--- config.mk ---
export PLATFORM = sky130hd
export DESIGN_NAME = sma_front
export DESIGN_NICKNAME = d
export VERILOG_FILES = /design/src/sensor_moving_average_monitor_macros.svh /design/src/sma_pkg.sv /design/src/sma_front.sv
export SDC_FILE = /design/constraint.sdc
export NUM_CORES = 1
export LEC_CHECK = 0
export BUFFER_PORTS_ARGS = -buffer_cell sky130_fd_sc_hd__clkbuf_2
export CAP_MARGIN = 30
export CORE_MARGIN = 2
export CORE_UTILIZATION = 42
export DETAILED_ROUTE_END_ITERATION = 8
export PLACE_DENSITY_LB_ADDON = 0.05
export RECOVER_POWER = 25
export SYNTH_ARGS = -nofsm -noshare
export SYNTH_HDL_FRONTEND = slang
export SYNTH_SLANG_ARGS = --single-unit
--- constraint.sdc ---
create_clock -name clock -period 4.3 [get_ports clock]
set_clock_uncertainty 0.1 [all_clocks]
set_input_delay 0.86 -clock clock [delete_from_list [all_inputs] [get_ports clock]]
set_output_delay 0.86 -clock clock [all_outputs]
set_load 0.03 [all_outputs]
--- src/sensor_moving_average_monitor_macros.svh ---
// assertion macros for the sensor moving average monitor
// included by the files that carry concurrent assertions; no other dependencies
`ifndef SENSOR_MOVING_AVERAGE_MONITOR_MACROS_SVH
`define SENSOR_MOVING_AVERAGE_MONITOR_MACROS_SVH

// same-cycle implication, disabled during reset
`define SMA_ASSERT_IMP(label, clk, rst, ante, cons) \
   label: assert property (@(posedge clk) disable iff (rst) (ante) |-> (cons)) \
      else $error("sma assertion failed");

// next-cycle implication, disabled during reset
`define SMA_ASSERT_NXT(label, clk, rst, ante, cons) \
   label: assert property (@(posedge clk) disable iff (rst) (ante) |=> (cons)) \
      else $error("sma assertion failed");

`endif

--- src/sma_pkg.sv ---
// shared types, codes and constants of the sensor moving average monitor
// no dependencies
package sma_pkg;

   // default sizes
   localparam int TABLE_ENTRIES_DEF = 32;
   localparam int WINDOW_DEF        = 4;

   // field widths
   localparam int DATA_W    = 16;
   localparam int ID_W      = 16;
   localparam int TIME_W    = 32;
   localparam int CSR_IDX_W = 1;

   // item operations after classification
   localparam logic [1:0] OP_LOAD   = 2'd0;
   localparam logic [1:0] OP_SAMPLE = 2'd1;
   localparam logic [1:0] OP_QUERY  = 2'd2;

   // result status codes
   localparam logic [1:0] STATUS_OK      = 2'd0;
   localparam logic [1:0] STATUS_UNKNOWN = 2'd1;
   localparam logic [1:0] STATUS_FULL    = 2'd2;

   // register indexes
   localparam logic [CSR_IDX_W-1:0] CSR_UPPER = 1'd0;
   localparam logic [CSR_IDX_W-1:0] CSR_LOWER = 1'd1;

   typedef struct packed {
      logic [1:0]               mode;
      logic [ID_W-1:0]          probe_id;
      logic [ID_W-1:0]          room_id;
      logic signed [DATA_W-1:0] sample_value;
      logic [TIME_W-1:0]        timestamp;
   } req_type;

   typedef struct packed {
      logic [1:0]               status;
      logic [ID_W-1:0]          room_of_sensor;
      logic signed [DATA_W-1:0] average;
      logic [TIME_W-1:0]        last_modified;
      logic                     too_high;
      logic                     too_low;
   } rsp_type;

   typedef struct packed {
      logic [1:0]               op;
      logic [ID_W-1:0]          probe_id;
      logic [ID_W-1:0]          room_id;
      logic signed [DATA_W-1:0] sample_value;
      logic [TIME_W-1:0]        timestamp;
   } queue_item_type;

endpackage

--- src/sma_front.sv ---
// front end: accepts items, classifies the mode and queues them for the back end
// depends on sma_pkg
module sma_front (
   input  logic                    clock,
   input  logic                    reset,
   input  logic                    req_valid,
   input  sma_pkg::req_type        req_data,
   output logic                    req_stall,
   output logic                    head_valid,
   output sma_pkg::queue_item_type head_item,
   input  logic                    pop
);
   import sma_pkg::*;

   queue_item_type queue_ff [2];
   logic           wr_ptr_ff, wr_ptr_in;
   logic           rd_ptr_ff, rd_ptr_in;
   logic [1:0]     count_ff, count_in;
   logic           push;
   queue_item_type item_class;

   // classify: the unused mode code is served as a query
   always_comb begin
      item_class.probe_id     = req_data.probe_id;
      item_class.room_id      = req_data.room_id;
      item_class.sample_value = req_data.sample_value;
      item_class.timestamp    = req_data.timestamp;
      unique case (req_data.mode)
         OP_LOAD:   item_class.op = OP_LOAD;
         OP_SAMPLE: item_class.op = OP_SAMPLE;
         default:   item_class.op = OP_QUERY;
      endcase
   end

   assign req_stall  = (count_ff == 2'd2);
   assign push       = req_valid && !req_stall;
   assign head_valid = (count_ff != 2'd0);
   assign head_item  = queue_ff[rd_ptr_ff];

   // pointer and fill bookkeeping
   always_comb begin
      wr_ptr_in = push ? ~wr_ptr_ff : wr_ptr_ff;
      rd_ptr_in = pop ? ~rd_ptr_ff : rd_ptr_ff;
      count_in  = count_ff + {1'b0, push} - {1'b0, pop};
   end

   always_ff @(posedge clock) begin
      if (reset) begin
         wr_ptr_ff <= 1'b0;
         rd_ptr_ff <= 1'b0;
         count_ff  <= 2'd0;
      end else begin
         wr_ptr_ff <= wr_ptr_in;
         rd_ptr_ff <= rd_ptr_in;
         count_ff  <= count_in;
      end
   end

   // queue storage
   always_ff @(posedge clock) begin
      if (push) begin
         queue_ff[wr_ptr_ff] <= item_class;
      end
   end

endmodule

# ---- Word level (Yosys, flattened, before mapping)
# Memory sizes are Yosys's and may differ from the RTL's. A register that Yosys moved wholly into a read port is not among the register bits.
# Index checks and enable logic that the tools add are counted.
dict set report classes {
  add_sub_neg 2
  multipliers 0
  n_div 0
  order_cmp 0
  n_eq_ne 2
  shift 0
  muxes 5
  bitwise_logic 2
  reduce_logical 4
}
# operator count
set ops {}
lappend ops {{$mux 1} 4}
lappend ops {{$pmux 2 s2} 1}
lappend ops {{$add 2x1->2} 1}
lappend ops {{$eq 2x1->1 const B} 1}
lappend ops {{$eq 2x2->1 const B} 1}
lappend ops {{$logic_not 2->1} 1}
lappend ops {{$not 1->1} 2}
lappend ops {{$reduce_bool 2->1} 1}
lappend ops {{$sub 2x1->2} 1}
lappend ops {{$logic_and 1x1->1} 1}
lappend ops {{$logic_not 1->1} 1}
dict set report totals {
  regBits 4
  latchBits 0
  mem_bits_rw 164
  mem_bits_ro 0
  in_bits 86
  output_inout_bits 84
  wordCells 19
  mem_count 1
}
# name depth width rd rd_clocked_by_memory_dff write_ports line_no
set memory_table {}
lappend memory_table {queue_ff 2 82 1 1 1 sma_front.sv:15} ;# queue_item_type queue_ff [2];

# ---- Logic depth before layout (Yosys ltp)
# Gate-level depths: netlist of run 1.
dict set report depth {
  depth_word 5
  depth_mapped 8
  mapped_depth_nobuf 8
}

# ---- Least setup slack after synthesis of run 1
# Ideal clock, no wire load.
dict set report synth_path {
  path_type {in2reg}
  start {in req_valid}
  end {mem queue_ff[0][0] (netlist name) (enable)}
  setup_time_ps 436
  arrival_time_ps 2851
  required_ps 3764
  path_slack_ps 913
  path_stages 3
  path_buffers 0
  path_cell_list {inv_1 -> or3_1 -> inv_1}
}
dict set report synth_via {
  elab_chain_len 3
}
# item line_no
set synth_rtl {}
lappend synth_rtl {{start, declared} sma_front.sv:6} ;# input logic req_valid,
lappend synth_rtl {{$logic_and 1x1->1} sma_front.sv:36} ;# assign push = req_valid && !req_stall;
lappend synth_rtl {{$mux 1} sma_front.sv:61} ;# if (push) begin
lappend synth_rtl {{$mux 1 (implied by the code)} sma_front.sv:62} ;# queue_ff[wr_ptr_ff] <= item_class;
lappend synth_rtl {{end, declared} sma_front.sv:15}
# Every way passes these cells.

==> results of run 1 <==
[flip-flops by register name (all words and copies together) (netlist names), named ones only]
register / flops
queue_ff: 164
count_ff: 2
rd_ptr_ff: 1
wr_ptr_ff: 1
[how the worst max path moves through the flow]
stage | depth (start not counted) | endpoint | startpoint | slack [ns]
5_1_grt | 3 | head_item[25] | register | 1.13
4_1_cts | 3 | head_item[10] | register | 1.21
3_3_place_gp | 5 | queue_ff[0][66]$_DFFE_PP_ | req_valid | 1.56
3_5_place_dp | 5 | queue_ff[0][2]$_DFFE_PP_ | req_valid | 1.53
2_1_floorplan | 3 | queue_ff[0][0]$_DFFE_PP_ | req_valid | 0.91
6_report | 3 | head_item[39] | register | 1.27
[cell families after synthesis]
family	synth area share (%)
fa+ha+maj	0.404
buf+inv	1.94
flops	81.2
xor+xnor	0.283
compound gates	0.162
simple gates	1.09
mux	14.9
[metal layers]
metal | vias up | routed length (µm) | global-route usage, %
met1 | 1548 | 4430 | 16.1
li1 | 1481 | - | -
met2 | 99 | 5620 | 24.9
met5 | - | 0 | 0
met3 | 13 | 861 | 6.38
met4 | 0 | 181 | 6.27
[layout by cell type, fill, tap and decap left out, types with 2 or more instances in the layout]
cell,n
clkbuf_2,138
buf_4,2
nor2_1,3
edfxtp_1,164
nor2b_1,2
inv_1,2
clkinv_4,2
inv_6,3
buf_12,2
clkbuf_16,17
clkbuf_1,31
dfxtp_1,4
mux2_2,82
clkinv_2,4
bufinv_16,3
ha_1,2
clkinvlp_4,3
[power breakdown]
group / switching (mW) / leakage [nW] / internal (mW)
clock network: 0.612 / 0.287 / 0.915
logic: 0.454 / 1.02 / 0.229
registers: 0.0476 / 1.57 / 1.99
[area by class of cell]
type,instances,share of cell area [%]
clock inverter,15,2.25
inverter,4,0.209
clock buffer,17,5.46
multi-input combinational,100,13.5
timing repair buffer,173,11.1
tap,184,2.96
sequential,169,64.6
[critical path: stages, from the launching register on]
cell and delay [ns]:
dfxtp_4 0.74, buf_12 0.33, mux2_2 0.38, clkbuf_2 0.18
[per-stage QoR]
stage / cells / worst slack [ns] / power [mW] / hold WS [ns] / instance area, µm²
floorplan: 283 / 0.913 / 2.56 / 0.351 / 6190
global placement: 630 / 1.56 / 2.76 / 0.376 / 7220
detailed placement: 630 / 1.53 / 2.78 / 0.404 / 7220
CTS: 662 / 1.21 / 4.31 / 0.413 / 7820
global route: 662 / 1.13 / 4.42 / 0.445 / 7780
finish: 662 / 1.27 / 4.25 / 0.412 / 7780
==> metrics.md, run 1 <==
| Metric | Value |
|---|---|
| Max-cap viol count | `0` |
| First-pass GRT wire length | `17300 µm` |
| Routed len/inst | `16.8 µm` |
| FF-to-FF Start | `count_ff[0]$_SDFF_PP0_` |
| # fillers | `1230` |
| RSZ-0062 raised after global routing | `no` |
| Clock transition at path regs | `0.06 ns` |
| Routability Congestion | `0.700` |
| P_leak | `2.88 nW` |
| I/O pin cnt | `170` |
| Crit path kind | `register to output pin` |
| Vias in the first global route | `3395` |
| Final setup violating endpoints | `0` |
| Asr flop ratio synth | `0%` |
| Setup TNS | `0 ns` |
| Seq/Total Area, Yosys | `81.2%` |
| Synthesized area per cell | `21.9 µm²` |
| # rows | `44` |
| CP endpoint kind | `output pin` |
| Worst R2R Path Depth | `5` |
| Clk_lat worst skew | `0.41 ns` |
| Root buffer cell | `clkbuf_16` |
| Slew Limit Headroom | `53.6%` |
| Cell taking the most area after synthesis | `edfxtp_1` |
| Vias | `3141` |
| # resized after CTS | `0` |
| Total clock sinks | `169` |
| Post-route ant nets | `0` |
| Worst-path fanout max | `43` |
| Post-route DRC | `0` |
| Reg2reg end | `queue_ff[0][63]$_DFFE_PP_` |
| Worst path arrival time | `2.07 ns` |
| Largest net degree at the start of global routing | `48` |
| Final wirelength | `11100 µm` |
| Main synth FF type | `edfxtp_1` |
| Synth Cell Area | `6190 µm²` |
| Die H | `125 µm` |
| P per Cell Area | `546 nW/µm²` |
| Hold Path Stages | `2` |
| Post-Synthesis Net Count | `371` |
| Number of synthesized flops with an enable pin | `164` |
| R2R Setup Slk | `2.09 ns` |
| Die area | `15700 µm²` |
| Routed vias/inst | `4.74` |
| Drt first pass iters | `4` |
| Multi-input gate area | `1050 µm²` |
| Antenna violations before repair | `0` |
| Synth top area cells | `edfxtp_1, mux2_2, buf_6, dfxtp_1, ha_1` |
| Worst IR Drop VDD | `0.281 mV` |
| Die width | `125 µm` |
| Antenna cells | `0` |
| Initial Util | `42.7%` |
| Layout Utilization | `53.8%` |
| Hold Path Origin | `wr_ptr_ff$_SDFFE_PP0P_` |
| Setup Fix Bufs, Post-CTS | `0` |
| Final hold viol count | `0` |
| Run status | `finished, final reports clean` |
| Startpoint Class | `register` |
| Port Buf Inserts | `169` |
| WHS Endpoint | `wr_ptr_ff$_SDFFE_PP0P_` |
| Yosys reg bits | `169` |
| Unique masters post-synth | `21` |
| GR Util All Layers | `14.7%` |
| Layout net count | `553` |
| Iter 0 DRT Violations | `159` |
| Layout cells sized above 1 | `54.6%` |
| Hold Crit Class | `register to register` |
| Sequential cell area | `5030 µm²` |
| Top-area cell type share of the netlist area | `79.6%` |
| Fmax | `330 MHz` |
| Gate Count Post-Synth | `283` |
| CTS tree | `yes` |
| Synth top cells by count | `edfxtp_1, mux2_2, buf_6` |
| Worst Path Required | `3.34 ns` |
| TritonCTS Buffers | `17` |
| Layout area overhead | `25.8%` |
| Global route total overflow | `0` |
| Tcrit/Tclk final | `70.5%` |
| Max Slew Vio Count | `0` |
| DP HPWL | `7040 µm` |
| Most frequent cell after synthesis | `edfxtp_1` |
| Htree depth | `4` |
| CTS Buffer Depth | `2` |
| Synth Warn # | `0` |
| Core Footprint | `14500 µm²` |
| Post-layout min period | `3.03 ns` |
| Hold buffer count at cts | `0` |
| Tightest Pin Transition | `0.696 ns` |
Note: power is estimated with default switching activity, not from simulation.
==> inputs of run 2 (changes only) <==
==> constraint.sdc (replaced) <==
create_clock -name clock -period 2.9 [get_ports clock]
set_clock_uncertainty 0.1 [all_clocks]
set_input_delay 0.58 -clock clock [delete_from_list [all_inputs] [get_ports clock]]
set_output_delay 0.58 -clock clock [all_outputs]
set_load 0.03 [all_outputs]
==> run 2 against run 1 <==
- total power grew 51%
- flip-flop and latch count is the same
- sequential power grew 48%
- critical path depth is the same
- final area grew 0.69%
- clock power grew 54%
- cell count grew 0.45%
- die area is the same
- worst hold slack lost 0.16 ns
- first-iteration DRC count shrank 11%
- count of clock-buffer cells in the layout grew 4
==> metrics.md, run 2 (synthesized netlist as in run 1, its figures left out) <==
| Metric | Value |
|---|---|
| Run status | `finished, final reports clean` |
| Max reg flops | `164` |
| Global route total overflow | `0` |
| Top flop regs | `queue_ff (164), count_ff (2)` |
| Core Footprint | `14500 µm²` |
| Hold Crit Class | `primary input to register` |
| Post-route DRC | `0` |
| P_leak | `2.91 nW` |
| Worst-path fanout max | `21` |
| Die area | `15700 µm²` |
| Post-route ant nets | `0` |
| Setup Fix Bufs, Post-CTS | `0` |
| RSZ-0062 raised after global routing | `no` |
| Crit path kind | `register to output pin` |
| # fillers | `1227` |
| TritonCTS Buffers | `17` |
| Routed vias/inst | `4.72` |
| Fmax | `393 MHz` |
| Final setup violating endpoints | `0` |
| Total clock sinks | `169` |
| Worst Path Required | `2.22 ns` |
| Final hold viol count | `0` |
| Tightest Pin Transition | `0.553 ns` |
| Startpoint Class | `register` |
| Final Total Pwr | `6.40 mW` |
| Die width | `125 µm` |
| Worst path arrival time | `1.86 ns` |
| CTS Buffer Depth | `2` |
| Iter 0 DRT Violations | `141` |
| Port Buf Inserts | `169` |
| Layout cells sized above 1 | `53.6%` |
| CP endpoint kind | `output pin` |
| Initial Util | `42.7%` |
| Antenna cells | `0` |
| Routed len/inst | `16.9 µm` |
| Worst hold margin | `0.255 ns` |
| First-pass GRT wire length | `17300 µm` |
| Worst IR Drop VDD | `0.462 mV` |
| GR Util All Layers | `14.7%` |
| # rows | `44` |
| Most common cell after layout, fill and taps aside | `edfxtp_1` |
| Max-cap viol count | `0` |
| Layout net count | `556` |
| Hold buffer count at cts | `0` |
| Tcrit/Tclk final | `87.6%` |
| Vias in the first global route | `3215` |
| Htree depth | `4` |
| Post-layout min period | `2.54 ns` |
| Most frequent cells in the layout | `edfxtp_1, clkbuf_2, mux2_2, clkbuf_1, clkbuf_16` |
| # resized after CTS | `0` |
| Max Slew Vio Count | `0` |
| Drt first pass iters | `4` |
| Layout area overhead | `26.7%` |
| Root buffer cell | `clkbuf_16` |
| Slew Limit Headroom | `63.1%` |
| Largest reg by FF count | `queue_ff` |
| Vias | `3139` |
| CTS tree | `yes` |
| Clock transition at path regs | `0.06 ns` |
| Final non-filler cell total | `665` |
| Die H | `125 µm` |
| Setup TNS | `0 ns` |
| I/O pin cnt | `170` |
| Routability Congestion | `0.692` |
| DP HPWL | `7420 µm` |
| Clk_lat worst skew | `0.41 ns` |
| P per Cell Area | `817 nW/µm²` |
| Antenna violations before repair | `0` |
| Largest net degree at the start of global routing | `45` |
| Final wirelength | `11200 µm` |
| Placed Instances | `633` |
==> run 2: cell types whose count changed in the layout (fill, tap and decap cells not counted), sizes merged <==
cell      previous run  this run
bufinv               3         5
clkbuf             186       190
buf                  4         7
clkinvlp             3         1
clkinv               7         6
inv                  6         3
==> run 2: area by class of cell <==
| cell class | count | area [µm²] | area share [%] |
|---|---|---|---|
| Timing Repair Buffer | 176 | 897 | 11.4 |
| Clock inverter | 11 | 176 | 2.25 |
| Sequential cell | 169 | 5030 | 64.1 |
| Clock buffer | 21 | 440 | 5.62 |
| Multi-Input combinational cell | 100 | 1050 | 13.4 |
| Inverter | 4 | 18.8 | 0.239 |
| Tap cell | 184 | 230 | 2.94 |
==> run 2: worst max-delay path: stages, from the launching register on <==
cell and delay, ns:
dfxtp_4 0.54, buf_4 0.34, mux2_2 0.38, clkbuf_2 0.18
==> run 2: path summary, 6_finish.rpt <==
kind,start,to,slack (ns),cells after the start
setup reg to reg,count_ff[0]$_SDFF_PP0_,queue_ff[0][39]$_DFFE_PP_,0.95,5
setup / recovery,register,head_item[79],0.36,3
hold / removal,req_data[28],queue_ff[1][28]$_DFFE_PP_,0.26,1
hold reg to reg,wr_ptr_ff$_SDFFE_PP0P_,wr_ptr_ff$_SDFFE_PP0P_,0.40,2
==> run 2: per-stage QoR <==
step	setup slack [ns]	area, µm²	utilization, %
after CTS	0.285	7880	54.4
final	0.359	7840	54.1
after global placement	0.688	7260	50.1
after detailed placement	0.678	7260	50.1
after global routing	0.249	7840	54.1
after floorplan	0.410	6190	-
==> run 2: power by group <==
part | leakage [nW] | total, mW | switching [mW] | internal (mW)
clock | 0.301 | 2.36 | 0.844 | 1.51
sequential | 1.57 | 3.01 | 0.0589 | 2.95
combinational | 1.04 | 1.03 | 0.686 | 0.349
==> run 2: layer usage <==
layer | vias to the layer above | wire, µm | global-route usage (%)
met3 | 16 | 772 | 5.31
li1 | 1485 | - | -
met2 | 113 | 5640 | 23.8
met4 | 0 | 199 | 7.06
met1 | 1525 | 4590 | 17.7
met5 | - | 0 | 0
